===== src/rtl/rrd_pkg.sv =====
`timescale 1ns / 1ps
package rrd_pkg;

	localparam int MAX_PROCS = 64;
	localparam int PID_W     = $clog2(MAX_PROCS);
	localparam int CNT_W     = $clog2(MAX_PROCS + 1);
	localparam int TIME_W    = 32;
	localparam int RES_W     = 3;
	localparam int REQ_W     = 3;
	localparam int NUM_RES   = 5;

	// Request codes carried by req_type.
	localparam logic [REQ_W-1:0] REQ_CREATE  = 3'd0;
	localparam logic [REQ_W-1:0] REQ_EXIT    = 3'd1;
	localparam logic [REQ_W-1:0] REQ_REQUEST = 3'd2;
	localparam logic [REQ_W-1:0] REQ_INTR    = 3'd3;
	localparam logic [REQ_W-1:0] REQ_TIMER   = 3'd4;

	typedef logic [PID_W-1:0]  pid_t;
	typedef logic [TIME_W-1:0] time_t;

	typedef enum logic [1:0] {
		PH_ABSENT,
		PH_RUN,
		PH_READY,
		PH_BLOCK
	} phase_t;

	typedef enum logic [1:0] {
		ST_OK,
		ST_BACK,
		ST_BADRES,
		ST_NOTFOUND
	} status_t;

	// One process record as held in the process store.
	typedef struct packed {
		phase_t            phase;
		logic [RES_W-1:0]  res;
		time_t             since;
		time_t             run;
		time_t             rdy;
		time_t             blk;
	} rec_t;

	typedef enum logic [2:0] {
		Q_NONE,
		Q_PUSH,
		Q_FIND,
		Q_REMOVE,
		Q_POP
	} qop_t;

	typedef struct packed {
		qop_t op;
		pid_t pid;
	} q_cmd_t;

	// Control broadcast to every cell of the ready queue.
	typedef struct packed {
		logic              load;
		logic              shift;
		pid_t              pid;
		pid_t              from;
		logic [CNT_W-1:0]  tail;
	} cell_ctl_t;

	// Adds a difference to a total, sticking at the largest value.
	function automatic time_t sat_add(time_t acc, time_t d);
		logic [TIME_W:0] s;
		s = {1'b0, acc} + {1'b0, d};
		return s[TIME_W] ? '1 : s[TIME_W-1:0];
	endfunction

endpackage


===== src/rtl/rrd_cell.sv =====
`timescale 1ns / 1ps
module rrd_cell (
	input  logic              clk,
	input  rrd_pkg::pid_t     pos,
	input  rrd_pkg::cell_ctl_t ctl,
	input  rrd_pkg::pid_t     right_pid,
	output rrd_pkg::pid_t     pid,
	output logic              hit
);
	import rrd_pkg::*;

	pid_t pid_q;

	// A cell either takes a new pid at the tail or takes its right neighbour's pid
	// when a removal closes the gap at or before it.
	always_ff @(posedge clk) begin
		if (ctl.load && (CNT_W'(pos) == ctl.tail)) begin
			pid_q <= ctl.pid;
		end else if (ctl.shift && (pos >= ctl.from)) begin
			pid_q <= right_pid;
		end
	end

	assign pid = pid_q;
	assign hit = (pid_q == ctl.pid);

endmodule


===== src/rtl/rrd_queue.sv =====
`timescale 1ns / 1ps
module rrd_queue (
	input  logic                          clk,
	input  logic                          arst_n,
	input  rrd_pkg::q_cmd_t               cmd,
	output rrd_pkg::pid_t                 head,
	output logic [rrd_pkg::CNT_W-1:0]     count
);
	import rrd_pkg::*;

	logic [CNT_W-1:0]     count_q;
	pid_t                 idx_q;
	logic                 found_q;
	pid_t                 idx_c;
	logic                 found_c;
	cell_ctl_t            ctl;
	pid_t                 pids   [MAX_PROCS];
	pid_t                 rights [MAX_PROCS];
	logic [MAX_PROCS-1:0] hits;

	always_comb begin
		ctl.load  = (cmd.op == Q_PUSH) && (count_q < CNT_W'(MAX_PROCS));
		ctl.shift = ((cmd.op == Q_REMOVE) && found_q) ||
		            ((cmd.op == Q_POP) && (count_q != '0));
		ctl.pid   = cmd.pid;
		ctl.from  = (cmd.op == Q_POP) ? '0 : idx_q;
		ctl.tail  = count_q;
	end

	for (genvar i = 0; i < MAX_PROCS; i++) begin : g_cell
		if (i == MAX_PROCS - 1) begin : g_last
			assign rights[i] = '0;
		end else begin : g_mid
			assign rights[i] = pids[i+1];
		end
		rrd_cell u_cell (
			.clk       (clk),
			.pos       (PID_W'(i)),
			.ctl       (ctl),
			.right_pid (rights[i]),
			.pid       (pids[i]),
			.hit       (hits[i])
		);
	end

	// Pids in the queue are unique, so the matching position is an OR of indices.
	always_comb begin
		idx_c   = '0;
		found_c = 1'b0;
		for (int i = 0; i < MAX_PROCS; i++) begin
			if (hits[i] && (CNT_W'(i) < count_q)) begin
				idx_c   = idx_c | PID_W'(i);
				found_c = 1'b1;
			end
		end
	end

	always_ff @(posedge clk or negedge arst_n) begin
		if (!arst_n) begin
			count_q <= '0;
			idx_q   <= '0;
			found_q <= 1'b0;
		end else begin
			if (ctl.load) begin
				count_q <= count_q + 1'b1;
			end else if (ctl.shift) begin
				count_q <= count_q - 1'b1;
			end
			if (cmd.op == Q_FIND) begin
				idx_q   <= idx_c;
				found_q <= found_c;
			end
		end
	end

	assign head  = pids[0];
	assign count = count_q;

endmodule


===== config.mk =====
export PLATFORM = sky130hd
export DESIGN_NAME = rrd_queue
export DESIGN_NICKNAME = d
export VERILOG_FILES = /design/src/rtl/rrd_pkg.sv /design/src/rtl/rrd_cell.sv /design/src/rtl/rrd_queue.sv
export SDC_FILE = /design/constraint.sdc
export NUM_CORES = 1
export LEC_CHECK = 0
export BUFFER_PORTS_ARGS = -buffer_cell sky130_fd_sc_hd__buf_4
export CELL_PAD_IN_SITES_DETAIL_PLACEMENT = 0
export CELL_PAD_IN_SITES_GLOBAL_PLACEMENT = 1
export CORE_MARGIN = 2
export CORE_UTILIZATION = 45
export DETAILED_ROUTE_END_ITERATION = 8
export PLACE_DENSITY = 0.75
export SLEW_MARGIN = 30
export SYNTH_ARGS = -nofsm -noshare
export SYNTH_HDL_FRONTEND = slang
export SYNTH_SLANG_ARGS = --single-unit

===== constraint.sdc =====
create_clock -name clk -period 3.6 [get_ports clk]
set_clock_uncertainty 0.05 [all_clocks]
set_input_delay 0.18 -clock clk [delete_from_list [all_inputs] [get_ports clk]]
set_output_delay 0.18 -clock clk [all_outputs]
set_load 0.05 [all_outputs]

* After elaboration in Yosys (flattened, before gate mapping) *
Index checks and enable logic that the tools add are counted.

storage, ports and cells
  bits of input ports = 11
  logic and storage cells = 915
  bits in registers = 398
  output and inout port bits = 13

cells by class
  $lt $le $gt $ge = 129
  equality and inequality tests = 131
  multiplexer cells = 323
  reduce and logical (&&, ||, !) cells = 263
  $add $sub $neg = 2

operator list
  operator                                                                             count
  6-bit two-way mux                                                                    225
  6-bit equality test                                                                  64
  6-bit by 7-bit equality test with 1-bit output (first input constant)                32
  6-bit by 7-bit < comparator with 1-bit output (first input constant)                 32
  1-bit logical AND                                                                    195
  6-bit greater-or-equal comparator (first input constant)                             32
  2-bit nonzero test                                                                   65
  5-bit by 7-bit equality test with 1-bit output (first input constant)                16
  5-bit by 7-bit < comparator with 1-bit output (first input constant)                 16
  5-bit by 6-bit greater-or-equal comparator with 1-bit output (first input constant)  16
  5-bit two-way mux                                                                    16
  1-bit two-way mux                                                                    65
  4-bit by 7-bit equality test with 1-bit output (first input constant)                8
  4-bit by 7-bit < comparator with 1-bit output (first input constant)                 8
  4-bit by 6-bit greater-or-equal comparator with 1-bit output (first input constant)  8
  4-bit two-way mux                                                                    8
  3-bit by 7-bit equality test with 1-bit output (first input constant)                4
  3-bit by 7-bit < comparator with 1-bit output (first input constant)                 4
  3-bit by 6-bit greater-or-equal comparator with 1-bit output (first input constant)  4
  7-bit two-way mux                                                                    3
  2-bit by 7-bit equality test with 1-bit output (first input constant)                2
  1-bit by 7-bit < comparator with 1-bit output (first input constant)                 2
  2-bit by 7-bit < comparator with 1-bit output (first input constant)                 2
  1-bit by 6-bit greater-or-equal comparator with 1-bit output (first input constant)  2
  13 further kinds                                                                     19

* Longest topological paths before layout *
Gate-level depths: netlist of run 1.

  word-level depth = 66
  depth in mapped cells = 12
  gate-level depth less buffers = 7

* Hierarchy *
From an unflattened synthesis of run 1, not the netlist that was laid out.

unflattened totals
  cells, all modules = 3445
  area total of the unflattened synthesis = 36685.2 um2

by module, submodules not included
  module     area an instance (um2)  cells an instance  instances  seq. area each (um2)
  rrd_cell   540.5                   49                 64         180.2
  rrd_queue  2092.0                  309                1          350.3

* Worst setup path after synthesis of run 1 *
No wires, ideal clock.

  path type = flip-flop to flip-flop
  start point = reg count_q[1], in the netlist count[1]
  end point = reg g_cell[13].u_cell.pid_q[0] (enable)
  required time = 3173 ps
  buffers on the path = 4
  stages on the path, launching flop included = 12
  clock period less this slack = 3399 ps
  setup time = 377 ps
  path slack = 201 ps
  arrival time = 2972 ps
  cells stage by stage = dfrtp_1 > clkbuf_1 > clkbuf_1 > inv_1 > ha_1 > buf_1 > a21oi_1 > a31oi_2 > nor2_1 > nand2_1 > buf_2 > o21ai_0

between the ends
  word-level cells in the longest chain between the ends = 5

ends and longest elaborated chain
  element                                                                     RTL line         RTL
  start, declared                                                             rrd_queue.sv:11  logic [CNT_W-1:0] count_q;
  start signal, assigned                                                      rrd_queue.sv:65  count_q <= count_q + 1'b1;
  start signal, assigned                                                      rrd_queue.sv:67  count_q <= count_q - 1'b1;
  parallel branches: the longest is 4 deep, another holds 7-bit < comparator  n/a
  2-bit nonzero test (no line) (*)                                            n/a
  end signal, assigned                                                        rrd_cell.sv:18   pid_q <= ctl.pid;
  end signal, assigned                                                        rrd_cell.sv:20   pid_q <= right_pid;
  end, declared                                                               rrd_cell.sv:12   pid_t pid_q;

Mark *: on every way between the ends.
A chain may end at the register's enable or synchronous reset.

* Final worst setup path of run 1 *
  start point = reg count_q[4], in the netlist count[4]
  end point = reg idx_q[4]

between the ends
  word-level cells in the longest chain between the ends = 50

ends and longest elaborated chain
  element                                        RTL line         RTL
  5-bit by 7-bit < comparator with 1-bit output  rrd_queue.sv:51  if (hits[i] && (CNT_W'(i) < count_q)) begin
  1-bit logical AND                              rrd_queue.sv:51
  5-bit two-way mux (16 in series)               rrd_queue.sv:51
  6-bit two-way mux (31 in series)               rrd_queue.sv:51
  6-bit two-way mux (*)                          rrd_queue.sv:51
  end signal, assigned                           rrd_queue.sv:70  idx_q <= idx_c;
  end, declared                                  rrd_queue.sv:12  pid_t idx_q;

Mark *: on every way between the ends. The rest lies on a longest branch, timed or not.

==> reports/metrics.yaml, run 1 <==
cts_tree: "built"
die_y_um: 233
fin_tns_setup_ns: 0
synth_fp_nets: 1908
wirelength_um: 73500
nFillCells: 4453
insertion_delay_ns: 0.59
core.rowCount: 84
yosysMostFrequentCell: "edfxtp_1"
area_growth_pct: 14.7
path_class: "reg -> reg"
synthArstFlopShare_pct: 3.52
port_buffers: 23
p_leak_nw: 9.33
first_pass_iters: 8
synth_common_cells: "edfxtp_1, mux2_2, xnor2_1, xor2_1, nand2_1"
grt-ovfl-total: 0
dpl_cell_area_um2: 25500
power_mw: 15.2
synth_top_area_share_pct: 48.7
root_buffer: "clkbuf_16"
status: "finished clean"
drive_above_1_share_pct: 32.7
fin_util_pct: 51.9
dieArea_um2: 54400
diodes: 0
synth_cell_types: 73
seqCellArea_um2: 11900
drt_iter0_markers: 1593
finalWorstSetupSlack_ns: 0.348
synth_seq_area_share_pct: 50.2
synthTopCellsByArea: "edfxtp_1, mux2_2, xnor2_1"
fin_area_um2: 27100
cts_htree_levels: 2
drv_slew: 0
yosysWarnings: 0
netlist_instances: 1891
rsz0062_at_grt: "no"
multiInputGateArea_um2: 11100
cts_resized: 0
relSlewSlack_pct: 22.0
start_util_pct: 45.3
hp-class: "in -> reg"
critPathLaunchType: "register"
clock_path_buffers: 3
setup_viol: 0
syn_avg_cell_area_um2: 12.5
clock.fmax_ghz: 0.308
dpl.hpwl_um: 54900
core_um2: 52200
grtUsageTotal_pct: 27.1
place_ws_ns: 0.415
grt_pass1_vias: 16600
end_kind: "register"
vdd_drop_max_mv: 0.323
cap_violations: 0
ioPinCount: 24
dr_total_vias: 16300
die_x_um: 233
nets: 2033
cp_max_fo: 21
drtAntennaViolNets: 0
routedWlPerCell_um: 26.8
gp_congestion: 1.02
cp.arrival_ns: 3.67
crit_required_ns: 4.02
clk_pin_slew_ns: 0.07
yosysTopAreaCell: "edfxtp_1"
grt_max_degree: 42
period_share_pct: 90.3
grt_antenna_before_repair: 3
hold_buffers: 4
hold_viol: 0
grt_pass1_wl_um: 109000
synthFlopType: "edfxtp_1"
via_per_inst: 5.96
syn_area_um2: 23700
ys_seq_elements: 398
post_cts_buffers: 0
synth_edf_count: 384
cts_made_buffers: 46
drc: 0
tightest_slew_ns: 1.16
cts_sinks: 398
power_density_nw_per_um2: 562
timing.final.crit_period_ns: 3.25
-- sequential cells by signal, summed over array words and instances (netlist names) --
| register | count |
|---|---|
| count | 7 |
| found_q | 1 |
| g_cell.u_cell.pid | 384 |
| idx_q | 6 |
-- critical path, stage by stage (launching register included) --
cell and delay, ns:
dfrtp_1 0.54, buf_12 0.24, and2_0 0.28, a31oi_1 0.56
nor4_2 0.23, or4_1 0.44, nor3_1 0.23, nand4b_1 0.16
o32a_1 0.38
-- metal layers --
| layer | wire [um] | track usage, % |
|---|---|---|
| met1 | 31800 | 37.2 |
| met2 | 34000 | 43.3 |
| met3 | 5220 | 4.33 |
| met4 | 2520 | 9.73 |
| met5 | 0 | 0 |
-- placed cells by master (no fill, tap or decap), types with 13 or more instances in the layout --
cell type  count
edfxtp_1     384
mux2_2       378
xnor2_1      218
buf_4        187
xor2_1       171
nand2_1       86
o21ai_0       58
nor2_1        56
nand4_1       55
nand3_1       47
clkbuf_16     46
a21oi_1       43
nor4_1        40
nor3_1        25
dfrtp_1       14
and2_1        13
-- power breakdown --
group | leakage [nW] | switching, mW | internal (mW)
logic | 4.90 | 2.80 | 1.42
clock network | 0.759 | 2.02 | 2.92
registers | 3.68 | 0.388 | 5.68
-- final timing paths --
check,cells past startpoint,endpoint,startpoint,slack [ns]
min in group asynchronous,3,idx_q[3],arst_n,0.78
hold reg to reg,1,g_cell[15].u_cell.pid[0],g_cell[16].u_cell.pid[0],0.54
setup / recovery,8,idx_q[4],count[4],0.35
setup reg to reg,8,idx_q[4],count[4],0.35
hold / removal,2,g_cell[63].u_cell.pid[3],cmd[3],0.08
max in group asynchronous,3,count[1],arst_n,2.19
-- per-stage QoR --
| step | std cells | hold WS, ns |
|---|---|---|
| after floorplan | 1891 | -0.166 |
| after global placement | 2652 | 0.0171 |
| after detailed placement | 2652 | 0.0154 |
| after CTS | 2740 | 0.0393 |
| after global routing | 2740 | 0.0795 |
| final | 2740 | 0.0827 |
-- kinds of logic after synthesis --
family,after synthesis,share of synthesized area [%]
buffers and inverters,137,3.05
AO/OA/AOI/OAI,185,4.90
adder cells (fa/ha/maj),6,0.317
AND/OR/NAND/NOR,398,9.11
XOR/XNOR,389,14.4
flip-flops,398,50.2
multiplexers,378,18.0
-- final cells by class --
cell class | instances | share of cell area [%]
multi-input combinational | 1356 | 40.8
clock inverter | 35 | 1.48
tap | 688 | 3.17
clock buffer | 49 | 4.29
timing repair buffer | 208 | 6.38
sequential | 398 | 43.8
inverter | 6 | 0.0830
(Power assumes the default switching activity.)
==> run 2: changes to the inputs <==
Settings changed: CELL_PAD_IN_SITES_DETAIL_PLACEMENT 0 to default, CELL_PAD_IN_SITES_GLOBAL_PLACEMENT 1 to default, PLACE_DENSITY 0.75 to 0.65.
==> run 2 against run 1 <==
Net effect:
- the flow now finishes with violations (negative setup slack)
- utilization is 0.55 points lower
- count of clock-buffer cells in the layout is 11 higher
- non-clock buffer count is 10 lower
- global-route usage is 1.3 points higher
- first-iteration DRC count is 17% lower
- highest routed layer unchanged
==> reports/metrics.yaml, run 2 (synthesized netlist as in run 1, its figures left out) <==
timing.final.crit_period_ns: 3.62
hold_viol: 0
grt_pass1_vias: 16800
nets: 2023
cts_tree: "built"
cp_max_fo: 30
critPathLaunchType: "register"
finalWorstSetupSlack_ns: -0.0238
area_growth_pct: 13.5
finalNonFillerCells: 2725
p_leak_nw: 9.17
seq_power_share_pct: 40.5
port_buffers: 23
crit_buf_inv: 1
status: "finished with violations"
fin_tns_setup_ns: -0.0238
grt_antenna_before_repair: 1
fin_worst_hold_slack_ns: 0.0930
cp_common_cell: "nor3_1"
combPwrFrac_pct: 29.1
start_util_pct: 45.3
worstPathCellList: "buf_4 -> or3b_1 -> nor3_1 -> nor3_1 -> a31oi_1 -> nand2_1 -> nor4_1 -> a41oi_1"
drc: 0
layout.cells.most_common: "edfxtp_1"
drt_iter0_markers: 1316
cpPeakStageDelay_ns: 0.54
p_switching_mw: 5.19
cp.arrival_ns: 4.00
first_pass_iters: 5
power_frac_clock_pct: 30.3
clk_pin_slew_ns: 0.06
placed_cells: 2642
cts_htree_levels: 2
end_kind: "register"
tightest_slew_ns: 1.00
insertion_delay_ns: 0.60
dr_total_vias: 16300
p_int_mw: 9.67
ioPinCount: 24
dieArea_um2: 54400
setup_viol: 1
largest_reg_flops: 384
power_density_nw_per_um2: 554
vdd_drop_max_mv: 0.400
clock_path_buffers: 3
cap_violations: 0
routedWlPerCell_um: 27.9
layout_common_cells: "edfxtp_1, mux2_2, xnor2_1"
crit_required_ns: 3.98
period_share_pct: 101
gp_congestion: 1.03
via_per_inst: 5.98
core_um2: 52200
cp_top_family: "simple AND/OR/NAND/NOR gates"
relSlewSlack_pct: 31.3
path_class: "reg -> reg"
cts_made_buffers: 46
dpl.hpwl_um: 56900
clock.fmax_ghz: 0.276
wirelength_um: 76000
drv_slew: 0
nFillCells: 4532
grt_max_degree: 38
grt-ovfl-total: 0
ff2ff_setup_slack_ns: -0.02
grtUsageTotal_pct: 28.3
hp-class: "in -> reg"
die_x_um: 233
power_mw: 14.9
rsz0062_at_grt: "no"
violations: "negative setup slack"
grt_pass1_wl_um: 113000
cts_sinks: 398
core.rowCount: 84
post_cts_buffers: 0
drive_above_1_share_pct: 31.9
drtAntennaViolNets: 0
die_y_um: 233
root_buffer: "clkbuf_16"
switching_share_pct: 34.9
critPathSlowestCell: "or3b_1"
[run 2: cell types whose count changed in the layout (fill, tap and decap cells not counted), sizes merged]
cell	change
buf	-10
diode	+1
clkinv	-10
clkinvlp	-2
clkbuf	+11
bufinv	-5
[run 2: cell type report]
type                            count  area, um^2  area share (%)
Antenna cell                        1        2.50         0.00932
Clock buffer                       60        1220            4.56
Clock inverter                     18         164           0.611
Inverter                            6        22.5          0.0839
Multi-Input combinational cell   1356       11100            41.3
Sequential cell                   398       11900            44.3
Tap cell                          688         861            3.21
Timing Repair Buffer              198        1610            5.99
[run 2: layer usage]
metal / global-route usage (%) / vias to the layer above / wire, um
met5: 0 / - / 0
met4: 11.3 / 0 / 2980
met3: 5.20 / 143 / 5130
met2: 44.7 / 621 / 34800
met1: 38.5 / 8265 / 33100
li1: - / 7255 / -
[run 2: per-stage QoR]
| stage | worst slack [ns] | area, um^2 | utilization (%) |
|---|---|---|---|
| global placement | -0.0577 | 25400 | 48.6 |
| finish | -0.0238 | 26800 | 51.4 |
| detailed placement | 0.0634 | 25400 | 48.6 |
| global route | 0.00795 | 26800 | 51.4 |
| CTS | 0.0567 | 26800 | 51.4 |
| floorplan | 0.201 | 23700 | - |
[run 2: worst paths after layout]
kind	cells past startpoint	endpoint	from
worst max-delay path	8	found_q	count[5]
worst min-delay path	5	idx_q[2]	cmd[8]
worst max register to register	8	found_q	count[5]
worst min register to register	1	g_cell[14].u_cell.pid[3]	g_cell[15].u_cell.pid[3]
max in group asynchronous	3	count[5]	arst_n
min in group asynchronous	3	idx_q[4]	arst_n
[run 2: what timing repair did]
| action | in CTS | in global routing |
|---|---|---|
| endpoints found under the setup margin | 0 | 1 |
| endpoints found under the hold margin | 15 | 0 |
| resized for setup | 0 | 1 |
| hold buffers | 4 | 0 |
[run 2: tightest hold or removal path, cell delays in order]
cell and delay [ns]:
buf_4 0.14, nor3b_1 0.07, buf_4 0.16, nor2_1 0.09
a31oi_1 0.05
[run 2: power by group through the flow]
stage / sequential (mW) / clock, mW / combinational [mW]
6_report: 6.02 / 4.51 / 4.33
3_5_place_dp: 6.10 / 0 / 4.19
5_1_grt: 6.07 / 4.73 / 4.50
3_3_place_gp: 6.11 / 0 / 4.20
2_1_floorplan: 6.13 / 0 / 2.31
4_1_cts: 6.02 / 4.56 / 4.22
